**src/rtl/srl_pkg.sv**
```systemverilog
// shared types and constants for the sorted rank lookup block
// no dependencies; imported by every module of the block
package srl_pkg;

    localparam int CAPACITY = 1024;
    localparam int CNT_W    = $clog2(CAPACITY + 1);
    localparam int ADDR_W   = (CAPACITY > 1) ? $clog2(CAPACITY) : 1;
    localparam int POS_W    = 11;

    localparam logic [1:0] OP_CLEAR  = 2'd0;
    localparam logic [1:0] OP_APPEND = 2'd1;
    localparam logic [1:0] OP_QUERY  = 2'd2;

    typedef struct packed {
        logic [1:0]         opcode;
        logic signed [31:0] value;
    } in_item_t;

    typedef struct packed {
        logic             found;
        logic [POS_W-1:0] position;
        logic             rejected;
    } out_item_t;

    typedef struct packed {
        logic              en;
        logic              we;
        logic [ADDR_W-1:0] addr;
        logic [31:0]       wdata;
    } mem_req_t;

    typedef struct packed {
        logic             res_valid;
        logic [CNT_W-1:0] count;
    } eng_status_t;

endpackage

```
**src/rtl/srl_engine.sv**
```systemverilog
// command sequencer: clear, append and the query scan over the value store
// depends on srl_pkg; drives srl_mem through a request struct
module srl_engine (
    input  logic                 clk,
    input  logic                 rst_n,
    input  logic                 in_valid,
    output logic                 in_stall,
    input  srl_pkg::in_item_t    in_data,
    output srl_pkg::mem_req_t    mem_req,
    input  logic [31:0]          mem_rdata,
    input  logic                 res_take,
    output srl_pkg::out_item_t   res_data,
    output srl_pkg::eng_status_t status
);
    import srl_pkg::*;

    localparam logic ST_IDLE = 1'b0;
    localparam logic ST_SCAN = 1'b1;

    logic               state_reg, state_next;
    logic [CNT_W-1:0]   count_reg, count_next;
    logic [CNT_W-1:0]   addr_reg, addr_next;
    logic [CNT_W-1:0]   smaller_reg, smaller_next;
    logic               hit_reg, hit_next;
    logic               rd_pending_reg, rd_pending_next;
    logic signed [31:0] key_reg, key_next;
    logic               res_valid_reg, res_valid_next;
    out_item_t          res_reg, res_next;
    logic               accept;
    logic signed [31:0] elem;

    assign in_stall = (state_reg != ST_IDLE) || res_valid_reg;
    assign accept   = in_valid && !in_stall;
    assign elem     = $signed(mem_rdata);

    always_comb
    begin
        state_next      = state_reg;
        count_next      = count_reg;
        addr_next       = addr_reg;
        smaller_next    = smaller_reg;
        hit_next        = hit_reg;
        rd_pending_next = rd_pending_reg;
        key_next        = key_reg;
        res_valid_next  = res_valid_reg;
        res_next        = res_reg;
        mem_req         = '0;
        mem_req.addr    = addr_reg[ADDR_W-1:0];
        mem_req.wdata   = in_data.value;

        if (res_valid_reg && res_take)
        begin
            res_valid_next = 1'b0;
        end

        unique case (state_reg)
            ST_IDLE:
            begin
                if (accept)
                begin
                    res_next       = '0;
                    res_valid_next = 1'b1;
                    unique case (in_data.opcode)
                        OP_CLEAR:
                        begin
                            count_next = '0;
                        end
                        OP_APPEND:
                        begin
                            if (count_reg < CNT_W'(CAPACITY))
                            begin
                                mem_req.en   = 1'b1;
                                mem_req.we   = 1'b1;
                                mem_req.addr = count_reg[ADDR_W-1:0];
                                count_next   = count_reg + CNT_W'(1);
                            end
                            else
                            begin
                                res_next.rejected = 1'b1;
                            end
                        end
                        OP_QUERY:
                        begin
                            // empty set answers not found at once
                            if (count_reg != '0)
                            begin
                                mem_req.en      = 1'b1;
                                mem_req.addr    = '0;
                                addr_next       = CNT_W'(1);
                                rd_pending_next = 1'b1;
                                key_next        = in_data.value;
                                smaller_next    = '0;
                                hit_next        = 1'b0;
                                res_valid_next  = 1'b0;
                                state_next      = ST_SCAN;
                            end
                        end
                        default:
                        begin
                        end
                    endcase
                end
            end
            ST_SCAN:
            begin
                rd_pending_next = 1'b0;
                if (addr_reg < count_reg)
                begin
                    mem_req.en      = 1'b1;
                    rd_pending_next = 1'b1;
                    addr_next       = addr_reg + CNT_W'(1);
                end
                if (rd_pending_reg)
                begin
                    if (elem == key_reg)
                    begin
                        hit_next = 1'b1;
                    end
                    else if (elem < key_reg)
                    begin
                        smaller_next = smaller_reg + CNT_W'(1);
                    end
                end
                else
                begin
                    // last read data compared in the previous cycle
                    res_next.found    = hit_reg;
                    res_next.position = hit_reg ? POS_W'(smaller_reg + CNT_W'(1)) : '0;
                    res_next.rejected = 1'b0;
                    res_valid_next    = 1'b1;
                    state_next        = ST_IDLE;
                end
            end
            default:
            begin
                state_next = ST_IDLE;
            end
        endcase
    end

    always_ff @(posedge clk or negedge rst_n)
    begin
        if (!rst_n)
        begin
            state_reg      <= ST_IDLE;
            count_reg      <= '0;
            rd_pending_reg <= 1'b0;
            res_valid_reg  <= 1'b0;
        end
        else
        begin
            state_reg      <= state_next;
            count_reg      <= count_next;
            rd_pending_reg <= rd_pending_next;
            res_valid_reg  <= res_valid_next;
        end
    end

    always_ff @(posedge clk)
    begin
        addr_reg    <= addr_next;
        smaller_reg <= smaller_next;
        hit_reg     <= hit_next;
        key_reg     <= key_next;
        res_reg     <= res_next;
    end

    assign res_data         = res_reg;
    assign status.res_valid = res_valid_reg;
    assign status.count     = count_reg;

endmodule

```
**config.mk**
```make
export PLATFORM = sky130hd
export DESIGN_NAME = srl_engine
export DESIGN_NICKNAME = d
export VERILOG_FILES = /design/src/rtl/srl_pkg.sv /design/src/rtl/srl_engine.sv
export SDC_FILE = /design/constraint.sdc
export NUM_CORES = 1
export LEC_CHECK = 0
export ABC_AREA = 1
export BUFFER_PORTS_ARGS = -buffer_cell sky130_fd_sc_hd__buf_2
export CAP_MARGIN = 20
export CORE_MARGIN = 2
export CORE_UTILIZATION = 45
export CTS_BUF_LIST = sky130_fd_sc_hd__clkbuf_8
export CTS_CLUSTER_DIAMETER = 50
export CTS_CLUSTER_SIZE = 28
export DETAILED_ROUTE_END_ITERATION = 8
export PLACE_DENSITY_LB_ADDON = 0.15
export SKIP_LAST_GASP = 1
export SLEW_MARGIN = 20
export SYNTH_ARGS = -nofsm -noshare
export SYNTH_HDL_FRONTEND = slang
export SYNTH_SLANG_ARGS = --single-unit
```
**constraint.sdc**
```tcl
create_clock -name clk -period 2.2 [get_ports clk]
set_input_delay 0.33 -clock clk [delete_from_list [all_inputs] [get_ports clk]]
set_output_delay 0.33 -clock clk [all_outputs]
set_load 0.1 [all_outputs]
```
* After elaboration in Yosys (flattened, before gate mapping) *
Cells that the tools add are included.

cells by class
  $add $sub $neg = 3
  multipliers = 0
  div/mod/pow operators = 0
  magnitude comparators = 3
  eq/ne operators = 13
  shifts and indexed selects = 0
  mux-type cells = 50
  bitwise gates (word level) = 1
  reduce and logical (&&, ||, !) cells = 14

operators by type and width
  kind                                                    count
  two-way mux 11 bit                                      13
  one-hot mux 11 bit (2 select lines)                     3
  adder 11 x 1 -> 11 bit (second input constant)          3
  equality test 32 bit                                    1
  < comparator 32 bit                                     1
  two-way mux 13 bit                                      2
  one-hot mux 13 bit (2 select lines)                     1
  two-way mux 12 bit                                      2
  two-way mux 1 bit                                       21
  one-hot mux 10 bit (2 select lines)                     1
  one-hot mux 1 bit (2 select lines)                      6
  AND reduction 4 bit                                     3
  < comparator 11 bit                                     1
  < comparator 11 bit (second input constant)             1
  nonzero test 11 bit                                     1
  two-way mux 10 bit                                      1
  inequality test 2 x 1 -> 1 bit (second input constant)  5
  inequality test 2 bit (second input constant)           5
  AND reduction 6 bit                                     1
  AND reduction 5 bit                                     1
  AND reduction 3 bit                                     1
  equality test 2 x 1 -> 1 bit (second input constant)    1
  equality test 2 bit (second input constant)             1
  logical AND 1 bit                                       2
  other kinds (6)                                         6

storage, ports and cells
  flip-flop bits (word level) = 82
  bits in latches = 0
  RAM bits = 0
  ROM bits = 0
  output and inout port bits = 70
  word-level logic and storage cells = 95
  memories = 0

* Logic depth before layout (Yosys ltp) *
Gate-level depths: netlist of run 1.

  depth after elaboration = 5
  depth in mapped cells = 16

* Least setup slack after synthesis of run 1 *
Ideal clock, no wire load.

  path kind = reg2out
  start = register count_reg[10]
  end = output mem_req[35] (netlist name)
  data arrival time = 4.918 ns
  slack = -3.048 ns
  stages on the path, launching flop included = 4
  path buffers = 0
  path through = dfrtp_1 > nor3_2 > nand2_1 > o21ai_0

RTL lines
  what                      line               RTL
  start: declaration        srl_engine.sv:21   logic [CNT_W-1:0] count_reg, count_next;
  start signal: assignment  srl_engine.sv:153  count_reg <= count_next;
  end: declaration          srl_engine.sv:9    output srl_pkg::mem_req_t mem_req,

==> out/results.txt, run 1 <==
Run status = finished, violations left
Violated checks = setup timing
Total Nets Final = 782
Min-delay worst type = primary input to flip-flop
RePlAce Congestion = 0.895
Vias in the first global route = 3899
Inserted Clock Buffers = 9
Design area = 6510 um^2
Comb power frac = 0.159
WL/cell = 13.6 um
Tcrit/Tclk final = 1.12
Port Buffers = 139
Global-route wire length before repair = 17600 um
Clock root buffer = clkbuf_8
Initial antenna violation count = 0
Worst hold slack = 159 ps
Iter 0 DRT Violations = 119
Remaining Overflow, GRT = 0
EDFF count, synth = 68
Normalized max-slew margin = 0.642
GRT Resource Usage Total = 0.195
Vias/cell = 4.82
Mean Syn Cell Area = 9.49 um^2
CTS tree = built
Share of layout cells above drive strength 1 = 0.385
IO Count = 140
Post-detail-place hpwl = 8400 um
Die H = 108 um
Clk buf depth = 2
Fillcell total = 938
Worst reg2reg path depth = 9
Max reg flops = 32
Clock Latency Late Sink = 350 ps
R2r setup slk = 150 ps
Primary FF master, synth = edfxtp_1
DRC = 0
Drt first pass iters = 4
Via count = 3896
Ys Warns = 0
Worst hold endpoint = key_reg[21]
Hold Violations, Final = 0
Fraction of synthesis flops using an asynchronous set or reset pin = 0.171
Synth cell types = 36
RSZ-0062 raised after global routing = true
Ant. Diodes = 0
Cells after Synth = 516
Clk slew on worst S/H paths = 90 ps
Startpoint types = flip-flop
Final setup violation count = 11
Sw Pwr = 1.00 mW
Switching portion of total power = 0.283
Seq cells post-synth = 82
FMAX = 407 MHz
Leading area contributor after synthesis = edfxtp_1
Flop pwr share = 0.501
Worst VDD drop = 0.310 mV
Sequential element share of the synthesized area = 0.488
WS Path Type = flip-flop to output port
DP Worst Slack = 58.0 ps
Die ar. = 11700 um^2
Most frequent cells after synthesis = 92 x nand2_1, 77 x inv_1, 68 x edfxtp_1, 56 x nor2_1, 49 x ha_1
Worst r2r src = count_reg[1]
Crit Path Max Fanout = 5
Mapped cell area = 4900 um^2
Crit. End Element = output port
Worst Max-Slew Pin Slew = 535 ps
Arrival time worst endpoint = 2130 ps
Setup TNS = -2680 ps
FP Rows = 38
Largest net degree at the start of global routing = 34
Number of routed nets with antenna violations = 0
Post-Place Cell Area = 6080 um^2
Hold Crit Start = in_data[21]
Pwr dens = 544 nW/um^2
Core Region = 10700 um^2
Int Pwr = 2.54 mW
Clock skew = 9.28 ps
Synth top area cells = edfxtp_1 42%, ha_1 13%, dfrtp_1 7.2%
Clock Sinks = 82
Maxcap violations = 0
H-tree depth = 3
Worst Slack Setup Final = -260 ps
Worst EP required = 1870 ps
Synthesized Nets = 635
Leak = 3.08 nW
Area Growth Syn to Fin = 32.8%
Max-slew violations = 0
Clock Power Share = 0.340
Hold Path Depth = 1
Post-route minimum period = 2460 ps
Total Routed Length = 11000 um
R2R Path End = addr_reg[8]
Yosys top cell area share = 0.417
Die Span X = 108 um
Initial cell density of the core = 0.456
Most common cell in the netlist = nand2_1
[critical path, cell delays in order (launching register included)]
cell and delay (ps):
dfrtp_4 500, inv_4 60, ha_1 140, nand4_1 180
o41ai_4 340, buf_6 210, nand2_2 70, o21ai_4 70
buf_12 190
[layer usage]
| metal | vias to the layer above | wire [um] | global-route usage | part of all wire |
|---|---|---|---|---|
| met1 | 1822 | 4720 | 0.236 | 0.43 |
| met4 | 0 | 231 | 0.0742 | 0.021 |
| met3 | 17 | 433 | 0.0386 | 0.039 |
| li1 | 1965 | - | - | - |
| met2 | 92 | 5620 | 0.344 | 0.51 |
| met5 | - | 0 | 0 | 0 |
[metrics by stage]
stage / instances / power, mW / util
floorplan: 516 / 2.26 / -
global placement: 781 / 2.36 / 0.566
detailed placement: 781 / 2.37 / 0.566
CTS: 808 / 3.58 / 0.602
global route: 808 / 3.69 / 0.606
finish: 808 / 3.54 / 0.606
[placed cells by master, fill, tap and decap left out, drive strengths merged, types with 14 or more instances in the layout]
master and n:
a21oi 28, nand2 93, nor2 62, nand3 15, buf 171, dfrtp 14
o21ai 24, ha 49, inv 81, edfxtp 68
[how the worst max path moves through the flow]
stage                        startpoint             end  slack [ps]  cells past startpoint
after global routing       count_reg[1]     mem_req[39]        -340                      8
final                      count_reg[1]     mem_req[39]        -260                      8
after CTS                  count_reg[4]     mem_req[36]        -240                      7
after floorplan               state_reg     mem_req[32]        -680                      5
after global placement    mem_rdata[31]  smaller_reg[4]          70                     11
after detailed placement  mem_rdata[31]  smaller_reg[3]          60                     11
[final cells by class]
type | count | area (um^2) | share of cell area
clock inverters | 7 | 93.8 | 0.0144
multi-input cells | 313 | 2180 | 0.335
inverters | 85 | 349 | 0.0536
flip-flops and latches | 82 | 2430 | 0.374
well taps | 140 | 175 | 0.0269
repair buffers | 172 | 1150 | 0.177
clock buffers | 9 | 124 | 0.0190
[power groups by stage]
| stage | clock, mW | combinational, mW | sequential [mW] |
|---|---|---|---|
| CTS | 1.24 | 0.569 | 1.77 |
| detailed placement | 0 | 0.565 | 1.81 |
| floorplan | 0 | 0.456 | 1.80 |
| global route | 1.30 | 0.611 | 1.78 |
| finish | 1.20 | 0.563 | 1.77 |
| global placement | 0 | 0.552 | 1.80 |
[logic make-up (layout without fill, tap and decap cells)]
group | count (synthesis) | count (layout) | synth area share
AO/OA/AOI/OAI | 61 | 61 | 0.0723
buffers and inverters | 121 | 273 | 0.118
AND/OR/NAND/NOR | 191 | 191 | 0.175
XOR/XNOR | 12 | 12 | 0.0215
flip-flops | 82 | 82 | 0.488
adder cells (fa/ha/maj) | 49 | 49 | 0.125
[timing repair]
item	4_1_cts	5_1_grt
pin swaps	6	2
buffers inserted	9	0
gates cloned	1	0
hold buffers	1	0
gates resized for setup	30	9
setup endpoints to repair	11	55
hold endpoints to repair	14	0
Power figures use the tool's default switching activity.
==> run 2: changes to the inputs <==
--- a/config.mk
+++ b/config.mk
@@ -9,12 +9,13 @@
 export BUFFER_PORTS_ARGS = -buffer_cell sky130_fd_sc_hd__buf_2
 export CAP_MARGIN = 20
 export CORE_MARGIN = 2
-export CORE_UTILIZATION = 45
+export CORE_UTILIZATION = 54
 export CTS_BUF_LIST = sky130_fd_sc_hd__clkbuf_8
 export CTS_CLUSTER_DIAMETER = 50
 export CTS_CLUSTER_SIZE = 28
 export DETAILED_ROUTE_END_ITERATION = 8
 export PLACE_DENSITY_LB_ADDON = 0.15
+export REMOVE_ABC_BUFFERS = 1
 export SKIP_LAST_GASP = 1
 export SLEW_MARGIN = 20
 export SYNTH_ARGS = -nofsm -noshare
==> out/results.txt, run 2 (synthesis gave the netlist of run 1 again) <==
Worst Max-Slew Pin Slew = 557 ps (+22.0 ps)
Multi-input logic area = 2040 um^2 (-6.5%)
Startpoint types = flip-flop
Min-delay worst type = primary input to flip-flop
Iter 0 DRT Violations = 143 (+20%)
Worst reg2reg path depth = 11 (+2)
Gr busiest metal = met2
Post-route minimum period = 2400 ps (-61.8 ps)
Worst Slack Setup Final = -198 ps (+61.8 ps)
Normalized max-slew margin = 0.628 (-0.0147)
WS Path Type = flip-flop to output port
Ant. Diodes = 0 (unchanged)
Worst hold slack = 158 ps (-1.18 ps)
R2r setup slk = -130 ps (-280 ps)
Most used cell along the critical path = inv_1
Remaining Overflow, GRT = 0 (unchanged)
Arrival time worst endpoint = 2070 ps (-60 ps)
Final setup violation count = 22 (+11)
Leak = 3.12 nW (+1.1%)
Worst setup path start = count_reg[9]
CTS tree = built
Inserted Clock Buffers = 9 (unchanged)
Vias in the first global route = 4013 (+2.9%)
Crit. End Element = output port
IO Count = 140 (unchanged)
Clk slew on worst S/H paths = 90 ps (about the same)
RePlAce Congestion = 0.987 (+10%)
Crit Path Max Fanout = 3 (-2)
Slowest stage delay, CP = 390 ps (-110 ps)
Area Growth Syn to Fin = 29.6%
Global-route wire length before repair = 18100 um (+2.7%)
R2R Path End = addr_reg[8]
Vias/cell = 5.08 (+5.4%)
FP Rows = 34 (-11%)
Core Region = 8760 um^2 (-18%)
Die H = 99.2 um (-8.4%)
Maxcap violations = 0 (unchanged)
Total Nets Final = 792 (+1.3%)
FMAX = 417 MHz (+2.6%)
Max-slew violations = 0 (unchanged)
GR Util met3 = 0.0471 (+0.00851)
Run status = finished, violations left
Largest net degree at the start of global routing = 33 (-2.9%)
Initial cell density of the core = 0.559 (+0.103)
Clock Latency Late Sink = 350 ps (about the same)
Die ar. = 9850 um^2 (-16%)
H-tree depth = 3 (unchanged)
Buf/Inv on CP = 3 (unchanged)
Met2 usage in global routing = 0.413 (+0.0690)
GRT Resource Usage Total = 0.232 (+0.0367)
Die Span X = 99.2 um (-8.4%)
Sequential Area = 2390 um^2 (-1.6%)
Most frequent cells in the layout = 127 x buf_2, 86 x nand2_1, 70 x inv_1
Critical path depth = 8 (unchanged)
Clock Sinks = 82 (unchanged)
Initial antenna violation count = 0 (unchanged)
Power Total = 3.35 mW (-5.3%)
Clock root buffer = clkbuf_8
Worst r2r src = count_reg[9]
Setup TNS = -3150 ps (-471 ps)
DRC = 0 (unchanged)
Clk buf depth = 2 (unchanged)
Post-detail-place hpwl = 8320 um (-0.87%)
Crit path cell chain = inv_1, ha_1, nand2_1, inv_1, a221oi_2, nand4_1, o21ai_2, buf_12
Violated checks = setup timing
CP max stage cell = dfrtp_1
Tcrit/Tclk final = 1.09 (-0.0281)
Via count = 3994 (+2.5%)
Clock skew = 10.6 ps (+1.33 ps)
Worst VDD drop = 0.366 mV (+18%)
Total Routed Length = 11300 um (+2.4%)
Number of routed nets with antenna violations = 0 (unchanged)
Worst EP required = 1870 ps (about the same)
Port Buffers = 139 (unchanged)
RSZ-0062 raised after global routing = true
Delay-heaviest family, CP = buffers and inverters
WL/cell = 14.3 um (+5.3%)
Leading cell type in the layout, fill and taps excluded = buf_2
Pwr dens = 528 nW/um^2 (-2.9%)
Share of layout cells above drive strength 1 = 0.364 (-0.0204)
Drt first pass iters = 6 (+2)
Hold Violations, Final = 0 (unchanged)
Core Util, Final = 0.724 (+0.119)
Max reg flops = 32 (unchanged)
Fillcell total = 669 (-29%)
Worst Setup EP = mem_req[43]
Met1 usage = 0.285 (+0.0484)
[run 2: cell types whose count changed in the layout (fill, tap and decap cells not counted), sizes merged]
cell | before | now
clkinv | 8 | 6
inv | 81 | 85
clkbuf | 9 | 19
bufinv | 2 | 0
[run 2: final cells by class]
class                   count  area share
inverters                  85      0.0507
clock inverters             7     0.00808
well taps                 108      0.0213
flip-flops and latches     82       0.377
multi-input cells         313       0.321
clock buffers               9      0.0195
repair buffers            182       0.202
[run 2: how the worst min path moves through the flow]
stage | startpoint | end | slack (ps) | cells after the start
6_report | in_data[0] | key_reg[0] | 160 | 1
5_1_grt | in_data[22] | key_reg[22] | 130 | 1
4_1_cts | in_data[8] | key_reg[8] | 140 | 1
3_5_place_dp | rst_n | count_reg[7] | 270 | 1
3_3_place_gp | rst_n | count_reg[6] | 260 | 1
2_1_floorplan | rst_n | count_reg[0] | 30 | 0
[run 2: worst reg2reg max path, cell delays in order (launching register included)]
cell,delay [ps]
dfrtp_1,390
inv_1,130
ha_1,250
nand2_1,100
inv_1,80
a221oi_2,240
nand4_1,180
buf_4,180
buf_4,120
buf_4,120
nand2_1,90
buf_4,160
[run 2: power breakdown]
| group | total (mW) | switching [mW] | internal, mW |
|---|---|---|---|
| combinational | 0.568 | 0.408 | 0.159 |
| clock | 1.01 | 0.592 | 0.419 |
| sequential | 1.77 | 0.0281 | 1.74 |
| total | 3.35 | 1.03 | 2.32 |
[run 2: routing by layer]
| layer | vias to the layer above | part of all wire |
|---|---|---|
| met1 | 1865 | 0.43 |
| met4 | 0 | 0.017 |
| met3 | 19 | 0.053 |
| met2 | 124 | 0.50 |
| met5 | - | 0 |
| li1 | 1986 | - |
[run 2: what timing repair did]
| item | in CTS | in global routing |
|---|---|---|
| buffers inserted | 12 | 1 |
| setup endpoints to repair | 11 | 22 |
| hold endpoints to repair | 14 | 0 |
| hold buffers | 1 | 0 |
| cloned | 0 | 1 |
| pin swaps | 5 | 4 |
| gates resized for setup | 22 | 32 |
[run 2: through the flow]
stage	instance area, um^2	instances	setup WS [ps]
after detailed placement	5890	755	67.0
after global routing	6350	786	-328
final	6350	786	-198
after CTS	6240	784	-136
after global placement	5890	755	106
after floorplan	4640	480	-3200
